[config.mk]
export PLATFORM = sky130hd
export DESIGN_NAME = wmm_front
export DESIGN_NICKNAME = d
export VERILOG_FILES = /design/src/sv/wmm_pkg.sv /design/src/sv/wmm_front.sv
export SDC_FILE = /design/constraint.sdc
export NUM_CORES = 1
export LEC_CHECK = 0
export BUFFER_PORTS_ARGS = -buffer_cell sky130_fd_sc_hd__buf_2
export CAP_MARGIN = 20
export CORE_MARGIN = 2
export CORE_UTILIZATION = 45
export CTS_BUF_LIST = sky130_fd_sc_hd__clkbuf_2
export CTS_CLUSTER_DIAMETER = 60
export DETAILED_ROUTE_END_ITERATION = 7
export GPL_ROUTABILITY_DRIVEN = 1
export GPL_TIMING_DRIVEN = 0
export HOLD_SLACK_MARGIN = 0.03
export MAX_ROUTING_LAYER = met4
export PLACE_DENSITY = 0.7
export SETUP_SLACK_MARGIN = 0.4
export SLEW_MARGIN = 40
export SYNTH_ARGS = -nofsm -noshare
export SYNTH_HDL_FRONTEND = slang
export SYNTH_SLANG_ARGS = --single-unit
[constraint.sdc]
create_clock -name clk -period 7.34 [get_ports clk]
set_clock_uncertainty 0.15 [all_clocks]
set_input_delay 0.734 -clock clk [delete_from_list [all_inputs] [get_ports clk]]
set_output_delay 0.734 -clock clk [all_outputs]
set_load 0.005 [all_outputs]
[src/sv/wmm_pkg.sv]
`default_nettype none
package wmm_pkg;
  localparam int MAX_WINDOW = 16;
  localparam int COORD_BITS = 32;
  localparam int AXES       = 3;
  localparam int ADDR_W     = $clog2(MAX_WINDOW);
  localparam int CNT_W      = $clog2(MAX_WINDOW + 1);
  localparam int SUM_W      = COORD_BITS + ADDR_W + 1;
  localparam int STEP_W     = $clog2(SUM_W + 1);
  localparam int SAMPLE_W   = AXES * COORD_BITS;
  localparam int WLEN_W     = 5;
  localparam int FILL_W     = 5;
  localparam int IN_W       = ((SAMPLE_W + 7) / 8) * 8;
  localparam int OUT_W      = ((SAMPLE_W + FILL_W + 7) / 8) * 8;

  localparam logic REG_MODE = 1'b0;
  localparam logic REG_WLEN = 1'b1;

  typedef logic signed [COORD_BITS-1:0] coord_t;

  typedef struct packed {
    coord_t z;
    coord_t y;
    coord_t x;
  } sample_t;

  typedef struct packed {
    logic             mode;
    logic [CNT_W-1:0] len;
    logic             clear;
  } cfg_t;

  typedef enum logic [2:0] {
    ST_IDLE,
    ST_LOAD,
    ST_SORT,
    ST_MEDIAN,
    ST_DIV,
    ST_DONE
  } back_state_t;

  function automatic logic [CNT_W-1:0] eff_len(input logic [WLEN_W-1:0] w);
    logic [CNT_W-1:0] r;
    if (w == '0) r = CNT_W'(1);
    else if (32'(w) > MAX_WINDOW) r = CNT_W'(MAX_WINDOW);
    else r = CNT_W'(w);
    return r;
  endfunction

  function automatic coord_t axis_of(input sample_t s, input int a);
    logic [SAMPLE_W-1:0] v;
    v = s;
    return coord_t'(v[a*COORD_BITS +: COORD_BITS]);
  endfunction
endpackage
`default_nettype wire

[src/sv/wmm_front.sv]
`default_nettype none
// Two-entry sample queue between the input channel and the filter engine.
module wmm_front (
  input  wire logic             clk,
  input  wire logic             rst,
  input  wire logic             in_valid,
  output logic                  in_ready,
  input  wire wmm_pkg::sample_t in_data,
  output logic                  q_valid,
  input  wire logic             q_pop,
  output wmm_pkg::sample_t      q_data
);
  import wmm_pkg::*;

  sample_t    slots [2];
  logic       wr_ptr;
  logic       rd_ptr;
  logic [1:0] count;
  logic       push;

  assign in_ready = (count != 2'd2);
  assign push     = in_valid && in_ready;
  assign q_valid  = (count != 2'd0);
  assign q_data   = slots[rd_ptr];

  always_ff @(posedge clk) begin
    if (push) slots[wr_ptr] <= in_data;
    if (rst) begin
      wr_ptr <= 1'b0;
      rd_ptr <= 1'b0;
      count  <= 2'd0;
    end else begin
      if (push) wr_ptr <= ~wr_ptr;
      if (q_pop) rd_ptr <= ~rd_ptr;
      count <= count + 2'(push) - 2'(q_pop);
    end
  end
endmodule
`default_nettype wire

==> results.tsv, run 1 <==
metric	value	unit
status	complete, no violations	
ratio of cells with drive above 1 in the final layout	0.4612	
Final Critical Period	3.007	ns
NumNets Final	745	
# diodes	0	
count of final hold-check violations	0	
Routed wire per std cell	16.29	um
first-pass GRT wire length	21220	um
hold path depth	3	
dpl cells	744	
clock latency at the later pin of the worst-skew pair	0.71	ns
Worst setup SP type	flop	
worst hold slack	0.1753	ns
Post-Synthesis Cells	328	
Synth top area share	0.8021	
# port buffers	197	
vias	4093	
DP HPWL	8554	um
flops & latches, synth	197	
Peak VDD IR	0.0001485	V
root buffer cell	clkbuf_2	
DR vias/cell	4.688	
Overflow after GRT	0	
pwr/cell area	234.1	nW/um^2
post-CTS setup buffer count	0	
Fmax	332.6	MHz
die area	17000	sq um
area leader, netlist	edfxtp_1	
Starting Density	0.4558	
H-Tree Depth	4	
TritonCTS clock tree	done	
Final Setup Violations	0	
CTS Buffer Depth	2	
commonest non-fill, non-tap cells in the layout	203 x buf_2, 192 x edfxtp_1, 97 x dlygate4sd3_1	
WL final	14220	um
synth top area cells	edfxtp_1 80%, mux2_2 8.8%, mux2_1 6.3%, dfxtp_1 1.4%, buf_6 0.78%	
routability congestion estimate	0.7206	
area grow syn2layout	35.96	%
# rows	46	
commonest non-fill, non-tap cell in the layout	buf_2	
RSZ-0062 raised after global routing	no	
synthesized area	7188	sq um
worst r2r path cells	4	
Die Height	130.4	um
sequential-to-total area share from yosys stat	0.8160	
Final TNS setup	0	ns
drt drc	0	
Distinct cells, synth	23	
Max Cap Violations	0	
CP max FO	10	
Yosys Warn Count	0	
gr usage total	0.1711	
vias in the first global route	4442	
Final period util	0.4096	
final antenna-violating net count	0	
highest routed metal layer	met4	
CTS Buf Count	17	
core area	15770	sq um
1st-pass router iterations	4	
wire length on met1	5588	um
Data arrival, critical path	2.12	ns
crit end category	primary output	
worst path required time	6.46	ns
CP Class	reg -> out	
drt initial violations	169	
antenna violations before repair	0	
relative slew slack	0.7176	
Slew Limit Fails	0	
Worst-path clk slew	0.27	ns
Non-Filler Instances	873	
Mean Syn Cell Area	21.92	sq um
Sink Count	197	
IO Count	198	
Die W	130.4	um
leak pwr	3.700	nW
metal3 WL	825	um
HP Class	in -> reg	
total design power	0.002287	W
Worst Tran Pin Value	0.4236	ns
metal2 WL	7619	um
syn nets	429	
pin count of the biggest net entering global routing	50	
## flip-flops by register name, summed over array words and instances (netlist names), named ones only
| signal | cells |
|---|---|
| wr_ptr | 1 |
| rd_ptr | 1 |
| slots | 192 |
| count | 2 |
## cell type report
cell class              count  area (sq um)
fillers                  1179          5997
clock inverters            15         192.7
plain buffers              11         86.33
repair buffers            297          2024
multi-input cells         116          1226
flip-flops and latches    197          5866
well taps                 216         270.3
inverters                   4         22.52
clock buffers              17         85.08
## critical path, cell delays in order (launching register included)
cell     delay (ns)
dfxtp_1        0.37
buf_2          0.17
buf_6          0.20
buf_6          0.17
mux2_1         0.36
buf_2          0.14
## power by group
group	leakage [nW]	switching (W)	total (W)	internal, W
Clock	0.161	0.000374	0.000575	0.000201
Combinational	1.71	0.000165	0.000347	0.000182
Sequential	1.83	0.0000221	0.00137	0.00134
## metal layers
layer,global-route usage,vias to the layer above
met3,0.04601,15
met5,-,-
li1,-,1924
met1,0.1860,2012
met4,0.05257,0
met2,0.3077,142
## path summary, 6_finish.rpt
check	from	endpoint	slack, ns
max	flop	q_data[64]	4.33
min	q_pop	count[1]	0.18
max reg2reg	count[0]	slots[0][74]	5.31
min reg2reg	rd_ptr	flop	0.41
## per-stage QoR
| step | instance area (sq um) | util | setup WS (ns) |
|---|---|---|---|
| 2_1_floorplan | 7188 | - | 3.714 |
| 3_3_place_gp | 8444 | 0.5355 | 2.517 |
| 3_5_place_dp | 8524 | 0.5405 | 5.027 |
| 4_1_cts | 9773 | 0.6197 | 4.196 |
| 5_1_grt | 9773 | 0.6197 | 4.106 |
| 6_report | 9773 | 0.6197 | 4.333 |
## timing repair
action | CTS | global route
hold endpoints to repair | 196 | 0
hold buffers | 97 | 0
gates resized for setup | 0 | 0
## Yosys cell counts (all sizes together)
cell type	count
a2111oi	1
a21bo	1
a21boi	1
a21oi	1
and3	1
buf	11
dfxtp	5
edfxtp	192
ha	1
inv	4
mux2	96
nand2	1
nand2b	1
nand3b	1
nand4	2
nand4b	1
nor2	3
nor2b	1
or2	1
or4b	1
xnor2	2
## kinds of logic (layout without fill, tap and decap cells)
family,Yosys count,count (layout),share of synthesized area
buffers and inverters,15,344,0.01410
xor gates and xnor gates,2,2,0.002437
adders and majority gates,1,1,0.001740
DFF,197,197,0.8160
AOI/OAI and AO/OA,4,4,0.004352
and+or+nand+nor,13,13,0.01097
muxes,96,96,0.1504
(Power assumes the default switching activity.)
==> run 2: changes to the inputs <==
clock period = 2.9 ns   (was 7.34 ns; I/O delays follow)
==> run 2 against run 1 <==
Against the previous run: synthesized area unchanged; the flow now stops in 4_1_cts; synthesized cell count did not move.
==> results.tsv, run 2 <==
metric	value	unit	change
H-Tree Depth	4		unchanged
Starting Density	0.4558		unchanged
status	did not finish		
most numerous cell in the Yosys netlist	edfxtp_1		
Async S/R FF share, synth	0		unchanged
EDFF count, synth	192		unchanged
Die Height	130.4	um	unchanged
top cells by count, synth	192 x edfxtp_1, 56 x mux2_2, 40 x mux2_1, 6 x buf_2		
synthesized area	7188	sq um	unchanged
Yosys Warn Count	0		unchanged
Failed at	4_1_cts		
area leader, netlist	edfxtp_1		
CTS Hold Bufs	157		+62%
Die W	130.4	um	unchanged
Sink Count	197		unchanged
routability congestion estimate	0.6946		-3.6%
flops & latches, synth	197		unchanged
Distinct cells, synth	23		unchanged
CTS Buf Count	17		unchanged
syn nets	429		unchanged
Run Error	[ERROR RSZ-0060] Max buffer count reached.		
sequential-to-total area share from yosys stat	0.8160		unchanged
Post-CTS Resized	11		+11
# rows	46		unchanged
Mean Syn Cell Area	21.92	sq um	unchanged
post-CTS setup buffer count	1		+1
synth top area cells	edfxtp_1 80%, mux2_2 8.8%, mux2_1 6.3%, dfxtp_1 1.4%, buf_6 0.78%		
IO Count	198		unchanged
Synth top area share	0.8021		unchanged
Synth Flop Type	edfxtp_1		
# port buffers	197		unchanged
CTS Buffer Depth	2		unchanged
root buffer cell	clkbuf_2		
DP HPWL	8709	um	+1.8%
Post-Synthesis Cells	328		unchanged
-- run 2: cell counts after synthesis --
No cell type changed its count.
-- run 2: cells by family after synthesis --
group	Yosys count	synth area share
and+or+nand+nor	13	0.01097
muxes	96	0.1504
AOI/OAI and AO/OA	4	0.004352
buffers and inverters	15	0.01410
xor gates and xnor gates	2	0.002437
adders and majority gates	1	0.001740
DFF	197	0.8160
-- run 2: through the flow --
| stage | setup WS [ns] | instance area (sq um) | instances | util | TNS, ns |
|---|---|---|---|---|---|
| 2_1_floorplan | 0.3373 | 7203 | 328 | - | 0 |
| 3_3_place_gp | -0.4468 | 8459 | 741 | 0.5364 | -42.30 |
| 3_5_place_dp | 0.8509 | 8613 | 747 | 0.5462 | 0 |
==> run 3: changes to the inputs <==
CORE_UTILIZATION = 30   (was 45)
CTS_BUF_LIST = default   (was sky130_fd_sc_hd__clkbuf_2)
CTS_CLUSTER_DIAMETER = default   (was 60)
HOLD_SLACK_MARGIN = default   (was 0.03)
MAX_ROUTING_LAYER = default   (was met4)
PLACE_DENSITY = default   (was 0.7)
PLACE_DENSITY_LB_ADDON = 0.15   (was default)
SETUP_SLACK_MARGIN = default   (was 0.4)
==> run 3 against run 2 <==
Against the previous run: the flow now finishes without violations.
==> results.tsv, run 3 (synthesis gave the netlist of run 1 again) <==
metric	value	unit	change
grt met1 use	0.1440		
TritonCTS clock tree	done		
1st-pass router iterations	4		
CTS Buffer Depth	2		unchanged
clock latency at the later pin of the worst-skew pair	0.42	ns	
routability congestion estimate	0.6977		+0.45%
first-pass GRT wire length	23850	um	
count of final hold-check violations	0		
CP max FO	24		
worst-path cell chain	nand2b_1, nand3b_1, clkinvlp_4, buf_16, buf_16, buf_12		
drt drc	0		
# rows	56		+22%
Peak VDD IR	0.0003089	V	
Die W	158.8	um	+22%
Data arrival, critical path	2.34	ns	
Fmax	431.8	MHz	
Top cell by count, worst path	buf_16		
# port buffers	197		unchanged
CP max-delay cell	clkinvlp_4		
dpl cells	850		+14%
# diodes	0		
Most flops, register	slots		
Worst Tran Pin Value	0.4923	ns	
leak pwr	3.830	nW	
commonest non-fill, non-tap cell in the layout	buf_2		
status	complete, no violations		
hold path startpoint	q_pop		
CP Class	reg -> reg		
Critical R2R Capture	slots[0][82]		
drt initial violations	125		
die area	25210	sq um	
DR vias/cell	4.170		
RR Startpoint	count[1]		
DP Worst Slack	0.5749	ns	-0.2760 ns
Die Height	158.8	um	+22%
Final Core Density	0.4370		
commonest non-fill, non-tap cells in the layout	203 x buf_2, 192 x edfxtp_1, 97 x dlygate4sd3_1		
Final period util	0.7985		
RSZ-0062 raised after global routing	no		
post-CTS setup buffer count	0		-1
biggest regs	slots (192), count (2)		
Sink Count	197		unchanged
final worst setup slack	0.5842	ns	
pwr/cell area	651.6	nW/um^2	
relative slew slack	0.6718		
Non-Filler Instances	979		
Post-CTS Resized	0		-11
worst r2r path cells	6		
CTS Buf Count	17		unchanged
CP bufs+invs	4		
WL final	15150	um	
Worst setup SP type	flop		
gr usage total	0.1216		
routing usage on met2	0.2100		
root buffer cell	clkbuf_16		
Overflow after GRT	0		
Final Setup Violations	0		
crit end category	flop		
hold path depth	3		
H-Tree Depth	4		unchanged
IO Count	198		unchanged
core area	23470	sq um	
DP Area	8717	sq um	+1.2%
delay-heaviest family, CP	buffers and inverters		
ratio of cells with drive above 1 in the final layout	0.4606		
Max Cap Violations	0		
Routed wire per std cell	15.47	um	
GRT Max-Usage Layer	met2		
worst path required time	2.92	ns	
Slew Limit Fails	0		
pin count of the biggest net entering global routing	38		
Largest register FFs	192		
Worst Hold Path EP	count[1]		
antenna violations before repair	0		
Final Critical Period	2.316	ns	
vias in the first global route	4494		
Reg2Reg Setup Slack	0.58	ns	
NumNets Final	748		
HP Class	in -> reg		
Worst-path clk slew	0.07	ns	
met3 Track Usage GR	0.04049		
final antenna-violating net count	0		
DP HPWL	9843	um	+13%
area grow syn2layout	42.72	%	
Critical Path Max Stage Delay	0.44	ns	
vias	4082		
Final Cell Area	10260	sq um	
Starting Density	0.3062		-0.1496
run 3: worst reg2reg max path: cells and delay by family, from the launching register on:
kind / cells / cell delay, ns
DFF: 1 / 0.41
and+or+nand+nor: 2 / 0.37
buffers and inverters: 4 / 1.13
run 3: repair_timing:
action                     4_1_cts  5_1_grt
setup endpoints to repair        0        0
hold buffers                    97        0
hold endpoints to repair       196        0
run 3: worst max-delay path by stage:
stage,from,endpoint,slack (ns),depth (start not counted)
4_1_cts,count[1],slots[0][82],0.54,6
5_1_grt,count[1],slots[0][82],0.40,6
6_report,count[1],slots[0][82],0.58,6
3_3_place_gp,count[1],slots[0][82],-0.71,3
3_5_place_dp,count[1],slots[0][82],0.57,6
2_1_floorplan,count[0],slots[0][0],0.27,3
run 3: metrics by stage:
| step | hold slack (ns) | TNS, ns | total power, W |
|---|---|---|---|
| after floorplan | 0.2091 | 0 | 0.003909 |
| after global placement | 0.3276 | -83.71 | 0.004289 |
| after detailed placement | 0.3309 | 0 | 0.004353 |
| after CTS | 0.04420 | 0 | 0.006790 |
| after global routing | 0.08225 | 0 | 0.006991 |
| final | 0.06931 | 0 | 0.006685 |
run 3: power breakdown:
group / internal (W) / switching [W] / total [W]
clock network: 0.00121 / 0.00110 / 0.00231
logic: 0.000487 / 0.000433 / 0.000920
registers: 0.00340 / 0.0000508 / 0.00345
total: 0.00510 / 0.00158 / 0.00668
run 3: layer usage:
layer,share of wire,vias up
met3,0.064,9
met2,0.50,131
met1,0.43,2004
met5,0,-
met4,0.0077,0
li1,-,1938
run 3: final cells by class:
cell class / count / area [sq um]
Inverter: 4 / 18.77
Buffer: 11 / 86.33
Clock inverter: 14 / 141.4
Fill cell: 2121 / 13210
Multi-Input combinational cell: 116 / 1226
Clock buffer: 18 / 429.2
Tap cell: 319 / 399.1
Sequential cell: 197 / 5866
Timing Repair Buffer: 300 / 2092
==> run 4: changes to the inputs <==
clock period = 2 ns   (was 2.9 ns; I/O delays follow)
==> run 4 against run 3 <==
Against the previous run: combinational power is 88% higher; die area stayed put; sequential power is 46% higher; routed wire length is 3.4% higher; clock power is 45% higher; cell count is 1.1% higher; non-clock buffer count is 11 higher; first-iteration DRC count is 24% higher; critical path type is now reg -> out; critical endpoint is now q_data[3]; largest cell class unchanged.
==> results.tsv, run 4 (synthesis gave the netlist of run 1 again) <==
metric	value	unit	change
CP bufs+invs	3		-1
first-pass GRT wire length	24180	um	+1.4%
drt initial violations	155		+24%
routability congestion estimate	0.7304		+4.7%
pin count of the biggest net entering global routing	39		+2.6%
CTS Buf Count	17		unchanged
leak pwr	4.206	nW	+9.8%
Sink Count	197		unchanged
# rows	56		unchanged
area grow syn2layout	52.62	%	
antenna violations before repair	0		unchanged
biggest regs	slots (192), count (2)		
commonest non-fill, non-tap cell in the layout	edfxtp_1		
Final TNS setup	0	ns	unchanged
pwr/cell area	919.2	nW/um^2	+41%
gr usage total	0.1231		+0.001480
Most flops, register	slots		
HP Class	in -> reg		
DP HPWL	9621	um	-2.3%
Worst Tran Pin Value	0.3911	ns	-0.1013 ns
# diodes	0		unchanged
1st-pass router iterations	5		+1
Die Height	158.8	um	unchanged
# fillers	2058		-3.0%
Final Critical Period	1.994	ns	
CP max FO	8		-67%
worst path required time	1.65	ns	-1.27 ns
Final Core Density	0.4674		+0.03033
worst-path cell chain	buf_12, bufbuf_16, mux2_2, buf_2		
CP max-delay cell	dfxtp_2		
Max Cap Violations	0		unchanged
worst hold slack	0.3437	ns	+0.2744 ns
vias	4146		+1.6%
CP Class	reg -> out		
root buffer cell	clkbuf_16		
IO Count	198		unchanged
Critical Path Max Stage Delay	0.34	ns	-0.10 ns
TritonCTS clock tree	done		
DR vias/cell	4.188		+0.44%
core area	23470	sq um	unchanged
clock latency at the later pin of the worst-skew pair	0.42	ns	about the same
CTS Buffer Depth	2		unchanged
Fmax	501.5	MHz	
die area	25210	sq um	unchanged
drt drc	0		unchanged
commonest non-fill, non-tap cells in the layout	192 x edfxtp_1, 156 x buf_2, 100 x dlygate4sd3_1		
Routed wire per std cell	15.83	um	+2.3%
delay-heaviest family, CP	buffers and inverters		
WL final	15670	um	+3.4%
status	complete, no violations		
RSZ-0062 raised after global routing	yes		
final antenna-violating net count	0		unchanged
Final Setup Violations	0		unchanged
NumNets Final	759		+1.5%
relative slew slack	0.7393		+0.06750
# port buffers	197		unchanged
Data arrival, critical path	1.64	ns	-0.70 ns
Largest register FFs	192		unchanged
count of final hold-check violations	0		unchanged
vias in the first global route	4640		+3.2%
Final period util	0.9970		
Worst-path clk slew	0.08	ns	about the same
Overflow after GRT	0		unchanged
Die W	158.8	um	unchanged
ratio of cells with drive above 1 in the final layout	0.5306		+0.06995
Slew Limit Fails	0		unchanged
H-Tree Depth	4		unchanged
Peak VDD IR	0.0004489	V	+45%
Worst setup SP type	flop		
Starting Density	0.3062		unchanged
crit end category	primary output		
-- run 4: where the power goes --
group / internal [W] / leakage (nW) / switching [W]
Combinational: 0.00104 / 2.09 / 0.000689
Clock: 0.00167 / 0.281 / 0.00167
Sequential: 0.00493 / 1.83 / 0.0000846
-- run 4: cell type report --
type                       instances  area, sq um  share of cell area
buffer                            11        165.2             0.01505
clock buffer                      18        429.2             0.03912
clock inverter                    14        138.9             0.01266
inverter                           4        18.77            0.001711
multi-input combinational        116         1391              0.1268
sequential                       197         5869              0.5350
tap                              319        399.1             0.03638
timing repair buffer             311         2559              0.2332
-- run 4: routing by layer --
metal,track usage,up-vias,part of all wire
met4,0.04170,0,0.011
met5,0,-,0
met3,0.03840,11,0.054
met2,0.2160,130,0.50
met1,0.1425,2038,0.43
li1,-,1967,-
-- run 4: through the flow --
stage	area, sq um	total power, W	worst slack [ns]	cells
after floorplan	7203	0.005677	-0.5627	328
after global placement	8588	0.006232	-1.549	844
after detailed placement	8727	0.006312	-0.001405	850
after CTS	10720	0.01011	-0.06664	985
after global routing	10970	0.01053	-0.07701	990
final	10970	0.01008	0.005921	990
-- run 4: timing repair --
action                                 in CTS  in global routing
setup endpoints to repair                 141                 96
hold buffers                              100                  0
pin swaps                                   0                  0
endpoints found under the hold margin     197                  0
gates resized for setup                    82                 27
setup buffers                               2                  0
gates cloned                                1                  5
-- run 4: worst paths after layout --
kind             endpoint  cells past startpoint  slack (ns)   startpoint
min reg2reg        rd_ptr                      2        0.38       rd_ptr
min          slots[1][33]                      2        0.34  in_data[33]
max             q_data[3]                      4       0.006         flop
max reg2reg      count[1]                      6        0.23     count[0]
